--- config.mk ---
export PLATFORM = sky130hd
export DESIGN_NAME = qi_norm_cell
export DESIGN_NICKNAME = d
export VERILOG_FILES = /design/src/rtl/qi_pkg.sv /design/src/rtl/qi_norm_cell.sv
export SDC_FILE = /design/constraint.sdc
export NUM_CORES = 1
export LEC_CHECK = 0
export ABC_AREA = 1
export BUFFER_PORTS_ARGS = -buffer_cell sky130_fd_sc_hd__clkbuf_2
export CORE_AREA = 2 2 439 441
export DETAILED_ROUTE_END_ITERATION = 10
export DIE_AREA = 0 0 441 443
export SYNTH_ARGS = -nofsm -noshare
export SYNTH_HDL_FRONTEND = slang
export SYNTH_SLANG_ARGS = --single-unit
--- constraint.sdc ---
create_clock -name clk -period 6.41 [get_ports clk]
set_input_delay 1.282 -clock clk [delete_from_list [all_inputs] [get_ports clk]]
set_output_delay 1.282 -clock clk [all_outputs]
set_load 0.02 [all_outputs]
--- src/rtl/qi_pkg.sv ---
package qi_pkg;

  localparam int FRAC_BITS    = 14;
  localparam int IN_W         = 16;
  localparam int C_SHIFT      = 2 * FRAC_BITS - 15;
  localparam int DOT_W        = 34;
  localparam int CORDIC_STEPS = 20;
  localparam int ANG_W        = 24;
  localparam int CD_W         = 34;
  localparam int ATAN_PRE     = 14;
  localparam int PROD_W       = 40;
  localparam int BW_W         = 50;
  localparam int V_W          = 52;
  localparam int MAG_W        = 30;
  localparam int SQ_W         = 64;
  localparam int N_W          = 32;
  localparam int QB           = FRAC_BITS + 2;
  localparam int QB_IW        = $clog2(QB);
  localparam int DV_W         = N_W + QB;
  localparam int RM_W         = QB + 1;
  localparam int SQ1_STEPS    = 16;
  localparam int SQ2_STEPS    = 31;
  localparam int NORM_STEPS   = 6;

  localparam logic [16:0] K_ONE = 17'd32768;
  localparam logic signed [ANG_W-1:0] ANG_PI      = 24'sd3294199;
  localparam logic signed [ANG_W-1:0] ANG_HALF_PI = 24'sd1647099;
  localparam logic signed [CD_W-1:0]  CORDIC_START = 34'sd652032874;

  localparam logic CD_VEC = 1'b1;
  localparam logic CD_ROT = 1'b0;

  localparam logic [1:0] FLT_OK   = 2'd0;
  localparam logic [1:0] FLT_ZERO = 2'd1;
  localparam logic [1:0] FLT_SINE = 2'd2;

  typedef struct packed {
    logic                       func;
    logic [3:0][IN_W-1:0]       a;
    logic [3:0][IN_W-1:0]       b;
    logic [16:0]                k;
    logic [16:0]                cabs;
    logic                       dpos;
    logic                       cneg;
    logic                       szero;
    logic [3:0]                 vneg;
    logic                       zero;
    logic [3:0][MAG_W-1:0]      mg;
  } item_t;

  typedef struct packed {
    logic [SQ_W-1:0] q;
    logic [SQ_W-1:0] r;
  } sq_t;

  typedef struct packed {
    logic signed [CD_W-1:0]  x;
    logic signed [CD_W-1:0]  y;
    logic signed [ANG_W-1:0] z;
  } cd_t;

  typedef struct packed {
    logic [3:0][V_W-1:0] mag;
    logic [V_W-1:0]      m;
  } nm_t;

  typedef struct packed {
    logic [3:0][DV_W-1:0] rem;
    logic [3:0][QB-1:0]   quo;
    logic [N_W-1:0]       n;
  } dv_t;

  function automatic logic signed [ANG_W-1:0] atan_val(input logic [4:0] i);
    logic signed [ANG_W-1:0] v;
    case (i)
      5'd0:    v = 24'sd823550;
      5'd1:    v = 24'sd486170;
      5'd2:    v = 24'sd256879;
      5'd3:    v = 24'sd130396;
      5'd4:    v = 24'sd65451;
      5'd5:    v = 24'sd32757;
      5'd6:    v = 24'sd16383;
      5'd7:    v = 24'sd8192;
      5'd8:    v = 24'sd4096;
      5'd9:    v = 24'sd2048;
      5'd10:   v = 24'sd1024;
      5'd11:   v = 24'sd512;
      5'd12:   v = 24'sd256;
      5'd13:   v = 24'sd128;
      5'd14:   v = 24'sd64;
      5'd15:   v = 24'sd32;
      5'd16:   v = 24'sd16;
      5'd17:   v = 24'sd8;
      5'd18:   v = 24'sd4;
      5'd19:   v = 24'sd2;
      default: v = 24'sd0;
    endcase
    return v;
  endfunction

endpackage

--- src/rtl/qi_norm_cell.sv ---
module qi_norm_cell import qi_pkg::*; (
  input  logic       clk,
  input  logic       rst,
  input  logic       en,
  input  logic [5:0] amt,
  input  logic       in_vld,
  input  item_t      in_item,
  input  nm_t        in_nm,
  output logic       out_vld,
  output item_t      out_item,
  output nm_t        out_nm
);

  nm_t nm_next;

  always_comb begin
    nm_next = in_nm;
    if ((in_nm.m >> (7'(V_W) - 7'(amt))) == '0) begin
      nm_next.m = in_nm.m << amt;
      for (int l = 0; l < 4; l++) begin
        nm_next.mag[l] = in_nm.mag[l] << amt;
      end
    end
  end

  always_ff @(posedge clk) begin
    if (rst) begin
      out_vld <= 1'b0;
    end else if (en) begin
      out_vld <= in_vld;
    end
  end

  always_ff @(posedge clk) begin
    if (en) begin
      out_item <= in_item;
      out_nm   <= nm_next;
    end
  end

endmodule

-- Word-level counts from Yosys, hierarchy flattened
Index checks and enable logic that the tools add are counted.
- bits in registers: 552
- word-level logic and storage cells: 35
- bits of input ports: 561
- muxes and demuxes: 1
- add/subtract/negate cells: 1
- shift-type cells: 6
- reduce and logical (&&, ||, !) cells: 1
- operator list (cell ; number):
    $mux 260 ; 1
    $shl 52x6->52 ; 5
    $logic_not 52->1 ; 1
    $shr 52x7->52 ; 1
    $sub 6x6->7 const A ; 1

-- Logic depth before layout (Yosys ltp)
- depth after elaboration: 4
- mapped depth: 30

-- Worst setup path before layout
No wires, ideal clock.
- path kind: input-to-reg
- start: input amt[1]
- end: register out_nm[104] (netlist bit), data pin
- arrival time: 4.748 ns
- stages on the path: 25
- buffers on the path: 9
- path slack: 1.408 ns
- data required time: 6.156 ns
- path through: buf_2 > clkinv_1 > buf_2 > clkbuf_1 > clkbuf_1 > buf_1 > ha_1 > clkbuf_1 > inv_2 > clkbuf_1 > nand3_1 > nand3_1 > nand3_1 > nand3_1 > nand2_1 > nor2_1 > nand2_1 > nor2_1 > nand3_1 > nand2_1 > nand2_4 > buf_2 > buf_2 > nand3_1 > nand2_1
- RTL lines (item ; line ; text):
    start, declared ; qi_norm_cell.sv:5 ; input logic [5:0] amt,
    end signal, assigned ; qi_norm_cell.sv:37 ; out_nm <= nm_next;
    end, declared ; qi_norm_cell.sv:11 ; output nm_t out_nm

==> metrics.csv <==
stage;metric;value;unit
pwr;leakage;21.3;nW
timing;slew_viol_final;0;
run_status;status;complete, no violations;
pwr;power_frac_seq;0.378;
worst_setup_path;critical_path_required;6.94;ns
synth;syn-instance-count;5019;
timing;period_needed;4.84;ns
worst_setup_path;path_max_fanout;50;
clock_network;htree_levels;3;
synth;ys.warnings.count;0;
synth;ys_async_sr_fraction;0;
worst_setup_path;arrival;5.37;ns
finish;regArea;16600;um2
synth;ys_seq_area_frac;0.450;
worst_setup_path;ff2ff_setup_slack;5.82;ns
floorplanning;dieArea;195000;um2
synth;synth_seq_cells;552;
worst_setup_path;reg2reg_to;out_vld;
clock_network;cts.clk_slew.worst_paths;0.07;ns
pwr;p_int;7.62;mW
worst_setup_path;worst-r2r-cell-count;2;
synth;synth_area;36800;um2
pwr;clock_power_share;0.354;
timing;clock_skew;0;ns
timing;worst_slew_pin_slew;1.06;ns
timing;hold_viol;0;
timing;setup_violations;0;
route;drt-initial-drc-count;4550;
synth;syn_avg_cell_area;7.33;um2
floorplanning;start_util;0.192;
pwr;p_sw_frac;0.368;
clock_network;clock_latency;0.70;ns
route;drtPass1Iterations;8;
timing;fmax;207;MHz
clock_network;ctsHoldBuffers;0;
synth;synth_top_area_cell;edfxtp_1;
clock_network;cts_buffer_depth;3;
run;cap_violations;0;
placed_design;portBuffers;1112;
finish;final_common_cell;nand2_1;
pwr;power_density;256;nW/um2
floorplanning;io_pins;1113;
placed_design;dp_hpwl;189000;um
worst_setup_path;cp-start-kind;input port;
clock_network;cts-root-buf;clkbuf_16;
floorplanning;chipHeight;443;um
route;wl_per_cell;28.3;um
worst_setup_path;reg2reg_from;out_vld;
clock_network;cts_buffers;71;
finish;syn_to_final_growth;27.9;%
placed_design;post-place-ws;0.937;ns
floorplanning;core_area;191000;um2
synth;synth-edff-count;551;
timing;fin_setup_tns;0;ns
synth;ys_top_cells_by_area;edfxtp_1 (45%), nand2_1 (20%), nand3_1 (9.4%);
hold_path;min_path_type;reg -> reg;
route;ant_nets;0;
route;drc;0;
clock_network;cts_resized;0;
floorplanning;row_count;161;
clock_network;cts_tree;built;
placed_design;placed_area;44500;um2
pwr;power;12.0;mW
pwr;net-switching-power;4.43;mW
pwr;max-vdd-ir-drop;0.174;mV
synth;synth_top_area_frac;0.450;
floorplanning;fp.dieW;441;um
synth;synthFlopType;edfxtp_1;
finish;multi_input_area;18100;um2
finish;drive_gt1_frac;0.226;
finish;final_area;47000;um2
grt;grt_antenna_before_repair;67;
grt;grt_pass1_wl;318000;um
synth;synth.distinct_cells;47;
route;wirelength;240000;um
finish;fillCellCount;21400;
worst_setup_path;crit_end;out_nm[28];
worst_setup_path;critPathCaptureType;flip-flop;
timing;rsz0062_at_grt;no;
pwr;comb_power_share;0.268;
route;vias_per_cell;4.96;
grt;grt_pass1_vias;39000;
timing;timing.final.ws_setup;1.57;ns
grt;track_usage;0.233;
finish;nNetsFinal;6429;
timing;fin_crit_sh;0.754;
clock_network;post_cts.repair.setup_buffers;0;
grt;gr-total-overflow;0;
timing;relSlewSlack;0.293;
synth;syn-num-nets;5581;
placed_design;routabilityCongestion;0.972;
grt;grt_max_degree;197;
worst_setup_path;critical_path_class;in -> reg;
worst_setup_path;setup.worst_path.start;amt[1];
clock_network;clock-sinks;552;
finish;final_cell_mix;nand2_1 (1975), clkbuf_2 (1105), nand3_1 (687), o21ai_0 (646), edfxtp_1 (551);
route;num_vias;42100;
==> cell type report <==
class                      count  area share
tap                         2526      0.0672
clock inverter                45      0.0119
timing repair buffer        1180       0.133
inverter                     116      0.0100
antenna                       33     0.00176
clock buffer                  82      0.0391
sequential                   552       0.352
multi-input combinational   3946       0.385
==> worst max-delay path, stage by stage <==
cell     delay (ns)
buf_6          0.25
inv_8          0.14
ha_1           0.34
buf_4          0.48
nand3_1        0.19
nand2_1        0.13
nand2_1        0.08
nand3_1        0.13
o21ai_1        0.09
nor2_1         0.21
nand3_1        0.10
a21oi_1        0.16
nor2_1         0.09
nor2_4         0.17
buf_4          0.68
nand4_1        0.43
nand2_1        0.28
==> registers in the layout, summed over array words and instances (netlist names) <==
| signal | count |
|---|---|
| out_item | 291 |
| out_nm | 260 |
| out_vld | 1 |
==> cells by family (layout without fill, tap and decap cells) <==
| kind of cell | Yosys count | in the layout | synth area share |
|---|---|---|---|
| flops | 552 | 552 | 0.450 |
| mux | 115 | 115 | 0.0313 |
| fa+ha+maj | 1 | 1 | 0.000340 |
| xor+xnor | 1 | 1 | 0.000442 |
| other cells | 0 | 33 | 0 |
| buf+inv | 521 | 1423 | 0.0590 |
| compound gates | 844 | 844 | 0.122 |
| simple gates | 2985 | 2985 | 0.337 |
==> power by group through the flow <==
stage | Combinational (mW) | Sequential [mW] | Clock, mW
5_1_grt | 3.44 | 4.57 | 4.48
2_1_floorplan | 1.33 | 4.91 | 0
4_1_cts | 3.20 | 4.55 | 4.37
6_report | 3.23 | 4.56 | 4.26
3_3_place_gp | 3.20 | 4.62 | 0
3_5_place_dp | 3.19 | 4.62 | 0
==> cell usage after synthesis (2+ instances only) <==
| cell type | number |
|---|---|
| nand2_2 | 4 |
| buf_2 | 75 |
| o211ai_1 | 22 |
| inv_1 | 107 |
| nand3_1 | 688 |
| buf_6 | 2 |
| o21a_1 | 9 |
| a211oi_1 | 6 |
| nor4_1 | 5 |
| nor2_1 | 200 |
| or2_1 | 2 |
| buf_4 | 27 |
| and2_1 | 19 |
| a31oi_1 | 16 |
| clkinv_1 | 2 |
| or2_2 | 26 |
| a22o_1 | 4 |
| nand4_1 | 51 |
| o2111ai_1 | 13 |
| o221ai_1 | 5 |
| a21boi_0 | 4 |
| o21ai_1 | 4 |
| o21ai_0 | 646 |
| clkbuf_1 | 224 |
| nand2_1 | 1976 |
| nand3b_1 | 5 |
| o22ai_1 | 16 |
| edfxtp_1 | 551 |
| mux2i_1 | 115 |
| a21oi_1 | 90 |
| buf_1 | 77 |
| nor2_4 | 2 |
| nor3_1 | 5 |
| inv_2 | 6 |
| a22oi_1 | 3 |
==> stage by stage <==
stage	util	std cells	hold WS, ns
floorplan	-	5019	0.579
global placement	0.233	8320	0.482
detailed placement	0.233	8320	0.507
CTS	0.246	8447	0.525
global route	0.246	8470	0.583
finish	0.246	8480	0.520
==> worst min-delay path by stage <==
stage          depth (start not counted)  startpoint  endpoint  slack (ns)
2_1_floorplan                          2     out_vld   out_vld        0.58
3_3_place_gp                           2     out_vld   out_vld        0.48
3_5_place_dp                           2     out_vld   out_vld        0.51
4_1_cts                                2     out_vld   out_vld        0.53
5_1_grt                                2     out_vld   out_vld        0.58
6_report                               2     out_vld   out_vld        0.52
==> per-layer routing <==
| metal | vias to the layer above | routed length (um) | track usage |
|---|---|---|---|
| met4 | 44 | 21200 | 0.186 |
| li1 | 18900 | - | - |
| met3 | 474 | 17900 | 0.0461 |
| met2 | 2292 | 116000 | 0.393 |
| met5 | - | 315 | 0 |
| met1 | 20400 | 85200 | 0.255 |
(Power assumes the default switching activity.)
