$ cat config.mk
export PLATFORM = sky130hd
export DESIGN_NAME = qi_sqrt_cell
export DESIGN_NICKNAME = d
export VERILOG_FILES = /design/src/rtl/qi_pkg.sv /design/src/rtl/qi_sqrt_cell.sv
export SDC_FILE = /design/constraint.sdc
export NUM_CORES = 1
export LEC_CHECK = 0
export ABC_AREA = 1
export BUFFER_PORTS_ARGS = -buffer_cell sky130_fd_sc_hd__buf_2
export CORE_AREA = 5 5 326 328
export CTS_CLUSTER_DIAMETER = 50
export CTS_CLUSTER_SIZE = 16
export DETAILED_ROUTE_END_ITERATION = 8
export DIE_AREA = 0 0 331 333
export PLACE_DENSITY_LB_ADDON = 0.15
export SLEW_MARGIN = 20
export SYNTH_ARGS = -nofsm -noshare
export SYNTH_HDL_FRONTEND = slang
export SYNTH_SLANG_ARGS = --single-unit
$ cat constraint.sdc
create_clock -name clk -period 8.65 [get_ports clk]
set_input_delay 0.4325 -clock clk [delete_from_list [all_inputs] [get_ports clk]]
set_output_delay 0.4325 -clock clk [all_outputs]
set_load 0.1 [all_outputs]
$ cat src/rtl/qi_pkg.sv
package qi_pkg;

  localparam int FRAC_BITS    = 14;
  localparam int IN_W         = 16;
  localparam int C_SHIFT      = 2 * FRAC_BITS - 15;
  localparam int DOT_W        = 34;
  localparam int CORDIC_STEPS = 20;
  localparam int ANG_W        = 24;
  localparam int CD_W         = 34;
  localparam int ATAN_PRE     = 14;
  localparam int PROD_W       = 40;
  localparam int BW_W         = 50;
  localparam int V_W          = 52;
  localparam int MAG_W        = 30;
  localparam int SQ_W         = 64;
  localparam int N_W          = 32;
  localparam int QB           = FRAC_BITS + 2;
  localparam int QB_IW        = $clog2(QB);
  localparam int DV_W         = N_W + QB;
  localparam int RM_W         = QB + 1;
  localparam int SQ1_STEPS    = 16;
  localparam int SQ2_STEPS    = 31;
  localparam int NORM_STEPS   = 6;

  localparam logic [16:0] K_ONE = 17'd32768;
  localparam logic signed [ANG_W-1:0] ANG_PI      = 24'sd3294199;
  localparam logic signed [ANG_W-1:0] ANG_HALF_PI = 24'sd1647099;
  localparam logic signed [CD_W-1:0]  CORDIC_START = 34'sd652032874;

  localparam logic CD_VEC = 1'b1;
  localparam logic CD_ROT = 1'b0;

  localparam logic [1:0] FLT_OK   = 2'd0;
  localparam logic [1:0] FLT_ZERO = 2'd1;
  localparam logic [1:0] FLT_SINE = 2'd2;

  typedef struct packed {
    logic                       func;
    logic [3:0][IN_W-1:0]       a;
    logic [3:0][IN_W-1:0]       b;
    logic [16:0]                k;
    logic [16:0]                cabs;
    logic                       dpos;
    logic                       cneg;
    logic                       szero;
    logic [3:0]                 vneg;
    logic                       zero;
    logic [3:0][MAG_W-1:0]      mg;
  } item_t;

  typedef struct packed {
    logic [SQ_W-1:0] q;
    logic [SQ_W-1:0] r;
  } sq_t;

  typedef struct packed {
    logic signed [CD_W-1:0]  x;
    logic signed [CD_W-1:0]  y;
    logic signed [ANG_W-1:0] z;
  } cd_t;

  typedef struct packed {
    logic [3:0][V_W-1:0] mag;
    logic [V_W-1:0]      m;
  } nm_t;

  typedef struct packed {
    logic [3:0][DV_W-1:0] rem;
    logic [3:0][QB-1:0]   quo;
    logic [N_W-1:0]       n;
  } dv_t;

  function automatic logic signed [ANG_W-1:0] atan_val(input logic [4:0] i);
    logic signed [ANG_W-1:0] v;
    case (i)
      5'd0:    v = 24'sd823550;
      5'd1:    v = 24'sd486170;
      5'd2:    v = 24'sd256879;
      5'd3:    v = 24'sd130396;
      5'd4:    v = 24'sd65451;
      5'd5:    v = 24'sd32757;
      5'd6:    v = 24'sd16383;
      5'd7:    v = 24'sd8192;
      5'd8:    v = 24'sd4096;
      5'd9:    v = 24'sd2048;
      5'd10:   v = 24'sd1024;
      5'd11:   v = 24'sd512;
      5'd12:   v = 24'sd256;
      5'd13:   v = 24'sd128;
      5'd14:   v = 24'sd64;
      5'd15:   v = 24'sd32;
      5'd16:   v = 24'sd16;
      5'd17:   v = 24'sd8;
      5'd18:   v = 24'sd4;
      5'd19:   v = 24'sd2;
      default: v = 24'sd0;
    endcase
    return v;
  endfunction

endpackage

$ cat src/rtl/qi_sqrt_cell.sv
module qi_sqrt_cell import qi_pkg::*; (
  input  logic       clk,
  input  logic       rst,
  input  logic       en,
  input  logic [5:0] bitpos,
  input  logic       in_vld,
  input  item_t      in_item,
  input  sq_t        in_sq,
  output logic       out_vld,
  output item_t      out_item,
  output sq_t        out_sq
);

  logic [SQ_W-1:0] bitv;
  logic [SQ_W-1:0] t;
  sq_t             sq_next;

  always_comb begin
    bitv = SQ_W'(1) << bitpos;
    t    = in_sq.r + bitv;
    if (in_sq.q >= t) begin
      sq_next.q = in_sq.q - t;
      sq_next.r = (in_sq.r >> 1) + bitv;
    end else begin
      sq_next.q = in_sq.q;
      sq_next.r = in_sq.r >> 1;
    end
  end

  always_ff @(posedge clk) begin
    if (rst) begin
      out_vld <= 1'b0;
    end else if (en) begin
      out_vld <= in_vld;
    end
  end

  always_ff @(posedge clk) begin
    if (en) begin
      out_item <= in_item;
      out_sq   <= sq_next;
    end
  end

endmodule

Yosys cells after proc, flatten, opt, wreduce, memory -nomap -nowiden
Index checks and enable logic that the tools add are counted.
{"block": "totals", "regBits": 420, "elab_cells": 30, "input_bits": 429, "out_inout_bits": 420}
{"block": "op_classes", "order_cmp": 1, "n_shift": 1, "n_addsub": 3, "muxes": 1}
{"operator": "two-way mux 128 bit", "n": 1}
{"operator": "adder 63 x 64 -> 64 bit", "n": 1}
{"operator": "adder 64 bit", "n": 1}
{"operator": "greater-or-equal comparator 64 bit", "n": 1}
{"operator": "<< shifter 1 x 6 -> 64 bit (first input constant)", "n": 1}
{"operator": "subtractor 64 bit", "n": 1}

Longest topological paths before layout
{"block": "logic_depth", "ltp_word": 4, "mapped_depth": 35, "depth_no_buf": 32}

Worst setup path before layout
OpenSTA, ideal clock, no wires.
{"block": "synth_timing", "path_kind": "input port to flip-flop", "from": "input bitpos[5]", "to": "register out_sq[78] in the netlist's numbering (data pin)", "stages": 27, "required_ps": 8389, "path_buffers": 5, "t_arrival_ps": 4614, "path_slack_ps": 3775, "setup_time_ps": 261, "cell_sequence": "buf_2 > inv_1 > clkbuf_1 > buf_1 > nor4_1 > ha_1 > a21oi_1 > inv_1 > a31oi_1 > o21ai_0 > a21oi_1 > nor2_1 > a211oi_1 > nand2_1 > nand2_1 > nand2_1 > ha_1 > a21oi_1 > inv_1 > a31oi_1 > o21ai_0 > a211oi_1 > nand3_2 > inv_2 > buf_4 > buf_2 > o21ai_0"}
{"item": "start, declared", "line": "qi_sqrt_cell.sv:5", "text": "input logic [5:0] bitpos,"}
{"item": "end signal, assigned", "line": "qi_sqrt_cell.sv:41", "text": "out_sq <= sq_next;"}
{"item": "end, declared", "line": "qi_sqrt_cell.sv:11", "text": "output sq_t out_sq"}

==> flow_metrics.tcl <==
set metrics [dict create \
    maxSlewViolCount 0 \
    synth_top_cells_by_area "sky130_fd_sc_hd__edfxtp_1, sky130_fd_sc_hd__nand2_1, sky130_fd_sc_hd__ha_1" \
    share_of_total_power_in_sequential_cells 0.311 \
    cts.path.max_buffers 3 \
    postSynthAreaPerCell_sq_um 7.90 \
    ys_warn_count 0 \
    netSwitchingPower_mw 3.53 \
    final.min_clock_period_ps 6980 \
    syn_nets 4230 \
    drt_pass1_iterations 8 \
    layout_worst_path_cycle_share 0.807 \
    die_area_sq_um 110000 \
    post_synth_edffs 419 \
    worstPathRequired_ps 8880 \
    route.detailed.wl_per_inst_um 23.2 \
    final_critical_path_setup_slack_ps 1670 \
    core_sq_um 103000 \
    number_of_levels_the_h_tree_was_split_into 3 \
    routed_via_density 4.82 \
    distinct_cells_synth 52 \
    drt-total-wl_mm 145 \
    cts_root_buf "sky130_fd_sc_hd__clkbuf_16" \
    yosys.area.top_type_share 0.438 \
    globalRoute.totalOverflow 0 \
    fmax_ghz 0.143 \
    postRouteAntennaNets 0 \
    grt_max_degree 136 \
    outcome "finished, final reports clean" \
    timing.slew.headroom 0.295 \
    fillerInstances 10749 \
    antenna_found_initial 21 \
    num_vias 30155 \
    setup_repair_after_global_routing_missed_its_margin "false" \
    p_int_mw 4.73 \
    starting_density 0.279 \
    remaining_drc_errors 0 \
    fin_nets 5399 \
    post-place-ws_ps 1100 \
    ir_drop_v 0.000177 \
    area.sequential_sq_um 12600 \
    crit_path_start_kind "primary input" \
    clock_power_share 0.345 \
    cells_after_synth 3636 \
    finalSetupViolations 0 \
    port_buffers 848 \
    synth.ff_latch_count 420 \
    cts_post_setup_buffers_inserted 0 \
    routability_congestion 0.980 \
    type_of_the_worst_setup_path "in2reg" \
    tightestPinTransition_ps 1060 \
    area_of_the_mapped_netlist_sq_um 28700 \
    grt_use_total 0.250 \
    synth_flop_cell "sky130_fd_sc_hd__edfxtp_1" \
    clock-skew-final_ps 0 \
    fin_setup_tns_ps 0 \
    worst_setup_hold_path_clk_slew_ps 60 \
    hold_path_class "in2reg" \
    first_global_vias 30021 \
    cts_buffers 69 \
    combinationalPowerShare 0.344 \
    drv_cap 0 \
    cp-end-kind "register" \
    seq_area_frac_synth 0.439 \
    clock_tree_from_tritoncts "done" \
    clk_latency_ps 630 \
    hpwlAfterDp_mm 120 \
    detailed_router_s_first_iteration_violation_count 2368 \
    final_layout_size_suffix_gt1_frac 0.215 \
    multiInputGateArea_sq_um 14200 \
    design.portCount 849 \
    yosysMostFrequentCell "sky130_fd_sc_hd__nand2_1" \
    first_pass_grt_wire_length_mm 202 \
    fin_util 0.387 \
    synth.top_cells.by_count "sky130_fd_sc_hd__nand2_1, sky130_fd_sc_hd__nor2_1, sky130_fd_sc_hd__inv_1" \
    critPathArrivalTime_ps 7200 \
    floorplan.die.width_um 331 \
    placementRows 118 \
    switching_share 0.427 \
    critPathMaxFanout 87 \
    postSynth.asyncResetShare 0 \
    power_per_cell_area_nw_per_um2 207 \
    clock_sinks 420 \
    synth_top_area_cell "sky130_fd_sc_hd__edfxtp_1" \
    hold_violation_total_from_the_final_report 0 \
    area_growth_pct 38.8 \
    leakage_nw 18.3 \
    chipHeight_um 333 \
]
## area by class of cell
| cell class | instances | area share |
|---|---|---|
| antenna | 12 | 0.000754 |
| clock buffer | 76 | 0.0440 |
| clock inverter | 51 | 0.0161 |
| inverter | 442 | 0.0417 |
| multi-input combinational | 2725 | 0.356 |
| sequential | 420 | 0.316 |
| tap | 1380 | 0.0433 |
| timing repair buffer | 1147 | 0.182 |
## critical path: stages
cell and delay (ps):
sky130_fd_sc_hd__buf_2 260, sky130_fd_sc_hd__inv_1 580, sky130_fd_sc_hd__buf_4 270, sky130_fd_sc_hd__nand4_1 160, sky130_fd_sc_hd__nor2_1 420, sky130_fd_sc_hd__ha_1 410
sky130_fd_sc_hd__a21oi_1 230, sky130_fd_sc_hd__o21ai_0 190, sky130_fd_sc_hd__o21bai_1 210, sky130_fd_sc_hd__a21oi_1 360, sky130_fd_sc_hd__o22ai_1 120, sky130_fd_sc_hd__a211oi_1 270
sky130_fd_sc_hd__nand2_1 90, sky130_fd_sc_hd__nand2_1 60, sky130_fd_sc_hd__nand2_1 90, sky130_fd_sc_hd__ha_1 340, sky130_fd_sc_hd__a21oi_1 230, sky130_fd_sc_hd__o21bai_1 100
sky130_fd_sc_hd__a21oi_1 170, sky130_fd_sc_hd__o21ai_0 170, sky130_fd_sc_hd__a211oi_1 390, sky130_fd_sc_hd__nand3_4 360, sky130_fd_sc_hd__inv_4 730, sky130_fd_sc_hd__o21ai_0 520
## power by group through the flow
stage	sequential, mW	combinational (mW)	clock [mW]
after floorplan	4.03	0.600	0
after global placement	2.61	2.73	0
after detailed placement	2.60	2.73	0
after CTS	2.57	2.85	2.93
after global routing	2.58	2.97	3.03
final	2.57	2.85	2.85
## sequential cells by signal, indices dropped and copies added, names as in the netlist
signal    cells
out_vld       1
out_item    291
out_sq      128
## per-stage QoR
step / instance area, sq um / instances / hold slack [ps] / total power [mW]
2_1_floorplan: 28700 / 3636 / 505 / 4.63
3_3_place_gp: 34500 / 5826 / 492 / 5.34
4_1_cts: 39800 / 6241 / 2.58 / 8.36
3_5_place_dp: 34500 / 5826 / 489 / 5.34
6_report: 39800 / 6253 / 47.4 / 8.26
5_1_grt: 39800 / 6249 / 24.5 / 8.58
## kinds of logic after synthesis
logic type,synth area share
adders and majority gates,0.0722
DFF,0.439
xor gates and xnor gates,0.0336
and+or+nand+nor,0.261
AOI/OAI and AO/OA,0.127
buffers and inverters,0.0672
muxes,0.000349
## cells in the final DEF (no fill, tap or decap), drive strengths merged, types with 164 or more instances in the layout
cell         Yosys  routed
edfxtp         419     419
nand3          181     181
nand2          986     986
nor2           465     465
dlygate4sd3      0     288
ha             164     164
a21oi          241     241
o21ai          247     247
buf             38     859
inv            442     457
## final timing paths
check / cells after the start / from / to / slack, ps
min: 3 / in_vld / out_vld / 50
max: 24 / bitpos[4] / out_sq[94] / 1670
max reg2reg: 2 / out_vld / out_vld / 8070
min reg2reg: 2 / out_vld / out_vld / 500
## layer usage
| layer | global-route usage | up-vias | wire [um] |
|---|---|---|---|
| li1 | - | 14686 | - |
| met1 | 0.297 | 14104 | 57300 |
| met2 | 0.446 | 1108 | 72000 |
| met3 | 0.0367 | 249 | 8870 |
| met4 | 0.110 | 8 | 6770 |
| met5 | 0 | - | 52 |
## what timing repair did
| item | 4_1_cts | 5_1_grt |
|---|---|---|
| setup endpoints to repair | 0 | 0 |
| hold endpoints to repair | 288 | 0 |
| resized for setup | 0 | 0 |
| hold buffers | 288 | 0 |
Note: power is estimated with default switching activity, not from simulation.
