<file path="config.mk">
export PLATFORM = sky130hd
export DESIGN_NAME = qi_div_cell
export DESIGN_NICKNAME = d
export VERILOG_FILES = /design/src/rtl/qi_pkg.sv /design/src/rtl/qi_div_cell.sv
export SDC_FILE = /design/constraint.sdc
export NUM_CORES = 1
export LEC_CHECK = 0
export ABC_CLOCK_PERIOD_IN_PS = 8700
export BUFFER_PORTS_ARGS = -buffer_cell sky130_fd_sc_hd__buf_4
export CAP_MARGIN = 5
export CORE_AREA = 10 10 447 449
export DETAILED_ROUTE_END_ITERATION = 8
export DIE_AREA = 0 0 457 459
export HOLD_SLACK_MARGIN = 0.15
export MAX_ROUTING_LAYER = met4
export SYNTH_ARGS = -nofsm -noshare
export SYNTH_HDL_FRONTEND = slang
export SYNTH_SLANG_ARGS = --single-unit
</file>
<file path="constraint.sdc">
create_clock -name clk -period 8.7 [get_ports clk]
set_clock_uncertainty 0.05 [all_clocks]
set_input_delay 0.435 -clock clk [delete_from_list [all_inputs] [get_ports clk]]
set_output_delay 0.435 -clock clk [all_outputs]
set_load 0.01 [all_outputs]
</file>
<file path="src/rtl/qi_pkg.sv">
package qi_pkg;

  localparam int FRAC_BITS    = 14;
  localparam int IN_W         = 16;
  localparam int C_SHIFT      = 2 * FRAC_BITS - 15;
  localparam int DOT_W        = 34;
  localparam int CORDIC_STEPS = 20;
  localparam int ANG_W        = 24;
  localparam int CD_W         = 34;
  localparam int ATAN_PRE     = 14;
  localparam int PROD_W       = 40;
  localparam int BW_W         = 50;
  localparam int V_W          = 52;
  localparam int MAG_W        = 30;
  localparam int SQ_W         = 64;
  localparam int N_W          = 32;
  localparam int QB           = FRAC_BITS + 2;
  localparam int QB_IW        = $clog2(QB);
  localparam int DV_W         = N_W + QB;
  localparam int RM_W         = QB + 1;
  localparam int SQ1_STEPS    = 16;
  localparam int SQ2_STEPS    = 31;
  localparam int NORM_STEPS   = 6;

  localparam logic [16:0] K_ONE = 17'd32768;
  localparam logic signed [ANG_W-1:0] ANG_PI      = 24'sd3294199;
  localparam logic signed [ANG_W-1:0] ANG_HALF_PI = 24'sd1647099;
  localparam logic signed [CD_W-1:0]  CORDIC_START = 34'sd652032874;

  localparam logic CD_VEC = 1'b1;
  localparam logic CD_ROT = 1'b0;

  localparam logic [1:0] FLT_OK   = 2'd0;
  localparam logic [1:0] FLT_ZERO = 2'd1;
  localparam logic [1:0] FLT_SINE = 2'd2;

  typedef struct packed {
    logic                       func;
    logic [3:0][IN_W-1:0]       a;
    logic [3:0][IN_W-1:0]       b;
    logic [16:0]                k;
    logic [16:0]                cabs;
    logic                       dpos;
    logic                       cneg;
    logic                       szero;
    logic [3:0]                 vneg;
    logic                       zero;
    logic [3:0][MAG_W-1:0]      mg;
  } item_t;

  typedef struct packed {
    logic [SQ_W-1:0] q;
    logic [SQ_W-1:0] r;
  } sq_t;

  typedef struct packed {
    logic signed [CD_W-1:0]  x;
    logic signed [CD_W-1:0]  y;
    logic signed [ANG_W-1:0] z;
  } cd_t;

  typedef struct packed {
    logic [3:0][V_W-1:0] mag;
    logic [V_W-1:0]      m;
  } nm_t;

  typedef struct packed {
    logic [3:0][DV_W-1:0] rem;
    logic [3:0][QB-1:0]   quo;
    logic [N_W-1:0]       n;
  } dv_t;

  function automatic logic signed [ANG_W-1:0] atan_val(input logic [4:0] i);
    logic signed [ANG_W-1:0] v;
    case (i)
      5'd0:    v = 24'sd823550;
      5'd1:    v = 24'sd486170;
      5'd2:    v = 24'sd256879;
      5'd3:    v = 24'sd130396;
      5'd4:    v = 24'sd65451;
      5'd5:    v = 24'sd32757;
      5'd6:    v = 24'sd16383;
      5'd7:    v = 24'sd8192;
      5'd8:    v = 24'sd4096;
      5'd9:    v = 24'sd2048;
      5'd10:   v = 24'sd1024;
      5'd11:   v = 24'sd512;
      5'd12:   v = 24'sd256;
      5'd13:   v = 24'sd128;
      5'd14:   v = 24'sd64;
      5'd15:   v = 24'sd32;
      5'd16:   v = 24'sd16;
      5'd17:   v = 24'sd8;
      5'd18:   v = 24'sd4;
      5'd19:   v = 24'sd2;
      default: v = 24'sd0;
    endcase
    return v;
  endfunction

endpackage

</file>
<file path="src/rtl/qi_div_cell.sv">
module qi_div_cell import qi_pkg::*; (
  input  logic             clk,
  input  logic             rst,
  input  logic             en,
  input  logic [QB_IW-1:0] qbit,
  input  logic             in_vld,
  input  item_t            in_item,
  input  dv_t              in_dv,
  output logic             out_vld,
  output item_t            out_item,
  output dv_t              out_dv
);

  dv_t             dv_next;
  logic [DV_W-1:0] d;

  always_comb begin
    dv_next = in_dv;
    d       = DV_W'(in_dv.n) << qbit;
    for (int l = 0; l < 4; l++) begin
      if (in_dv.rem[l] >= d) begin
        dv_next.rem[l]       = in_dv.rem[l] - d;
        dv_next.quo[l][qbit] = 1'b1;
      end
    end
  end

  always_ff @(posedge clk) begin
    if (rst) begin
      out_vld <= 1'b0;
    end else if (en) begin
      out_vld <= in_vld;
    end
  end

  always_ff @(posedge clk) begin
    if (en) begin
      out_item <= in_item;
      out_dv   <= dv_next;
    end
  end

endmodule

</file>
# After elaboration in Yosys (flattened, before gate mapping)

Index checks and enable logic that the tools add are counted.

Bits in registers: 580
Bits of input ports: 587
Logic and storage cells: 56

Shifts and indexed selects: 1
Muxes and demuxes: 10
Order comparisons: 6
Bitwise operators: 4
Reduce and logical (&&, ||, !) cells: 1
Add/sub/neg operators: 4

Operators by type and width:

| kind                                                       | count |
|---|---|
| >= comparator 48 bit                                       | 4 |
| 2-to-1 mux 48 bit                                          | 4 |
| subtractor 48 bit                                          | 4 |
| 2-to-1 mux 16 bit                                          | 4 |
| OR 16 bit                                                  | 4 |
| << shifter 32 x 4 -> 48 bit                                | 1 |
| less-than comparator 4 x 5 -> 1 bit, second input constant | 1 |
| demux 1 bit (select 4 bit)                                 | 1 |
| >= comparator 4 x 1 -> 1 bit, second input constant        | 1 |
| logical AND 1 bit                                          | 1 |
| 2-to-1 mux 1 bit                                           | 1 |

# Depth between registers and ports, before layout

Depth in word-level cells: 6
Gate-level depth with buffers: 23
Mapped depth without buffers: 17

# Worst setup path before layout

OpenSTA, ideal clock, no wires.

Kind: input to register
From: in qbit[0]
To: reg out_dv[143] in the netlist's numbering, data pin
Arrival time: 4.892 ns
Path buffers: 3
Stages on the path: 17
Slack: 3.496 ns
Cell sequence: clkbuf_1 > buf_1 > buf_2 > mux2i_1 > o21ai_0 > mux2i_1 > or2_2 > ha_1 > nand3_1 > or3_4 > a211oi_4 > o211ai_4 > o31ai_4 > a41oi_1 > a211o_1 > o41ai_2 > mux2_1

RTL lines:

| element              | line              | RTL |
|---|---|---|
| from (decl)          | qi_div_cell.sv:5  | `input logic [QB_IW-1:0] qbit,` |
| to (signal assigned) | qi_div_cell.sv:39 | `out_dv <= dv_next;` |
| to (decl)            | qi_div_cell.sv:11 | `output dv_t out_dv` |

==> impl_metrics.yaml <==
power_and_ir_drop:
  total_leakage_power_nw: 22.02
  switching_power_mw: 3.768
  powerDensity_nw_per_um2: 202.7
  comb_power_share: 0.335
  power.internal_mw: 6.986
  seq_power_share: 0.342
  peakVddDrop_mv: 0.1334
  clockPowerShare: 0.323
  swShare: 0.3503
global_routing:
  grt_max_degree: 133
  antenna_found_initial: 112
  overflow: 0
  grt_pass1_vias: 33270
  grt_first_pass_wirelength_um: 318500
  grt_usage: 0.2322
clock_network:
  cts_setup_buffers: 0
  cts_tree: "built"
  clock_latency_ns: 0.72
  cts_hold_buf: 581
  clock_sinks: 580
  clkTransAtPathRegs_ns: 0.06
  htree_num_levels: 3
  cts_resized: 0
  cts_buffer_depth: 3
  cts_made_buffers: 79
  cts-root-buf: "clkbuf_16"
route:
  ant_nets: 0
  drt_iter0_markers: 3032
  vias: 33260
  drt-wirelength-per-cell_um: 34.18
  drt_pre_antenna_iters: 6
  drc_errors: 0
  via_per_inst: 4.552
  wl_um: 249800
timing:
  hold_violations: 0
  min_period_ns: 6.115
  drv_slew: 0
  maxSlewHeadroom: 0.1992
  rsz0062_at_grt: "false"
  setup_viol: 0
  worst_pin_slew_ns: 1.193
  max_freq_mhz: 163.5
  post-route-period-util: 0.7029
  setup_tns_ns: 0
cells_and_area:
  drive_gt1_frac: 0.2995
  fillers: 20010
  areaGrowthSynthToFinish_pct: 62.76
  finalNonFillerCells: 7307
  nets: 5451
synthesis:
  synth_edf_count: 579
  avgSynthCellArea_um2: 11.19
  syn-instance-count: 2913
  ys_warn_count: 0
  yosys_register_bits: 580
  syn_area_um2: 32600
  yosys_most_used_dff: "edfxtp_1"
  synth_seq_area_share: 0.5339
  ys_types: 89
  syn-num-nets: 3700
  async_reset_ff_frac: 0
setup_path:
  critPathBufInv: 3
  path_cells: "dlygate4sd3_1 -> buf_4 -> mux2i_1 -> mux2i_1 -> nand2_1 -> o21ai_0 -> o21ai_1 -> ha_1 -> a21oi_1 -> o21bai_1 -> a21oi_1 -> o21ai_0 -> a211oi_1 -> a2111oi_0 -> or4_4 -> buf_4 -> nor2_1 -> a21oi_1"
  critical_path.max_fanout: 71
  setup.worst_path.start_class: "input pin"
  slowest_stage: "o21ai_1"
  cp.arrival_ns: 6.46
  crit_top_cell: "a21oi_1"
  worstPathRequired_ns: 9.04
  slowest_delay_ns: 0.97
  critPathKind: "input pin to register"
  cpLargestDelayFamily: "compound AO/OA/AOI/OAI gates"
  worstSetupEndpointType: "register"
place:
  io_buffers: 1166
  gp_congestion: 0.9260
  dpl.cell_count: 6528
  dpl.hpwl_um: 210500
floorplan:
  io_pins: 1167
  die_y_um: 459
  start_util: 0.1705
  core_um2: 191200
  dieArea_um2: 209800
  fp.dieW_um: 457
  fp-row-count: 161
status:
  status: "finished, final reports clean"
flow_run:
  maxCapViolCount: 0
hold_path:
  hold_path.class: "input pin to register"
-- cell families (layout without fill, tap and decap cells) --
group,count (synthesis),count (layout),synth area share
AND/OR/NAND/NOR,767,767,0.1083
XOR/XNOR,169,169,0.04540
other,0,57,0
AO/OA/AOI/OAI,920,920,0.1776
adder cells (fa/ha/maj),200,200,0.07768
flip-flops,580,580,0.5339
buffers and inverters,194,2005,0.02418
multiplexers,83,83,0.03285
-- power groups by stage --
stage	Sequential, mW	Clock (mW)	Combinational, mW
after floorplan	3.85	0	1.35
after global placement	3.73	0	3.33
after detailed placement	3.73	0	3.32
after CTS	3.68	3.58	3.63
after global routing	3.71	3.66	3.79
final	3.68	3.47	3.60
-- worst register-to-register path: cells and delay by family (launching register included) --
family                 cells  cell delay (ns)
buffers and inverters      1             0.56
DFF                        1             0.31
muxes                      1             0.12
and+or+nand+nor            1             0.05
-- final timing paths --
| path | slack [ns] | depth (start not counted) | start | end |
|---|---|---|---|---|
| worst min register to register | 1.01 | 3 | out_vld | out_vld |
| worst max register to register | 7.49 | 3 | out_vld | out_vld |
| worst max-delay path | 2.58 | 18 | in_dv[24] | out_dv[160] |
| worst min-delay path | 0.21 | 1 | en | out_item[152] |
-- registers in the layout, indices dropped and copies added (netlist names) --
register	cells
out_item	291
out_dv	288
out_vld	1
-- layout make-up --
class / count / area, µm² / area share
clock inverter: 53 / 606.8 / 0.01144
sequential: 580 / 17410 / 0.3281
inverter: 65 / 244.0 / 0.004598
clock buffer: 88 / 2053 / 0.03870
timing repair buffer: 1799 / 15010 / 0.2830
multi-input combinational: 2139 / 14430 / 0.2720
tap: 2526 / 3161 / 0.05956
antenna: 57 / 142.6 / 0.002688
-- cells in the final DEF (no fill, tap or decap), types with 37 or more instances in the layout --
master | netlist | routed
dlygate4sd3_1 | 0 | 581
a21o_1 | 175 | 175
clkbuf_16 | 0 | 81
xnor2_1 | 97 | 97
nor2_1 | 231 | 230
o21ai_0 | 186 | 182
a21oi_1 | 312 | 312
ha_1 | 196 | 196
mux2i_1 | 44 | 44
buf_4 | 6 | 1212
nand4_1 | 51 | 51
inv_1 | 61 | 61
nor3_1 | 37 | 37
edfxtp_1 | 579 | 579
nand2_1 | 265 | 265
diode_2 | 0 | 57
xor2_1 | 72 | 72
o21bai_1 | 38 | 38
-- stage by stage --
stage / setup WS (ns) / utilization / power, mW / area, µm² / hold slack (ns)
finish: 2.585 / 0.2776 / 10.75 / 53060 / 0.2106
detailed placement: 1.942 / 0.2325 / 7.046 / 44440 / 0.4385
global route: 2.486 / 0.2774 / 11.17 / 53030 / 0.2384
floorplan: 3.496 / - / 5.198 / 32600 / 0.4574
CTS: 2.670 / 0.2768 / 10.89 / 52920 / 0.1994
global placement: 1.336 / 0.2325 / 7.060 / 44440 / 0.4272
-- layer usage --
metal  GRT usage  share of wire  up-vias
met5           -              0        -
met2      0.4168           0.52     1677
met3     0.05421          0.064      405
met4     0.09418          0.050        0
li1            -              -    14570
met1      0.2451           0.37    16610
-- Yosys cell counts (10+ instances only) --
cell type	n	share of area
a211oi_1	23	0.0053
a21o_1	175	0.040
a21oi_1	312	0.048
a31oi_1	18	0.0035
and2_1	16	0.0031
and3_1	23	0.0044
buf_2	18	0.0028
clkbuf_1	96	0.011
edfxtp_1	579	0.53
ha_1	196	0.075
inv_1	61	0.0070
mux2_2	15	0.0052
mux2i_1	44	0.014
mux4_2	14	0.0097
nand2_1	265	0.031
nand2b_1	19	0.0036
nand3_1	35	0.0054
nand4_1	51	0.0098
nor2_1	231	0.027
nor2b_1	23	0.0044
nor3_1	37	0.0057
nor4_1	13	0.0025
o211ai_1	10	0.0023
o21a_1	29	0.0067
o21ai_0	186	0.029
o21ai_1	13	0.0020
o21bai_1	38	0.0088
o31ai_1	21	0.0048
or3_1	10	0.0019
xnor2_1	97	0.026
xor2_1	72	0.019
Power figures use the tool's default switching activity.
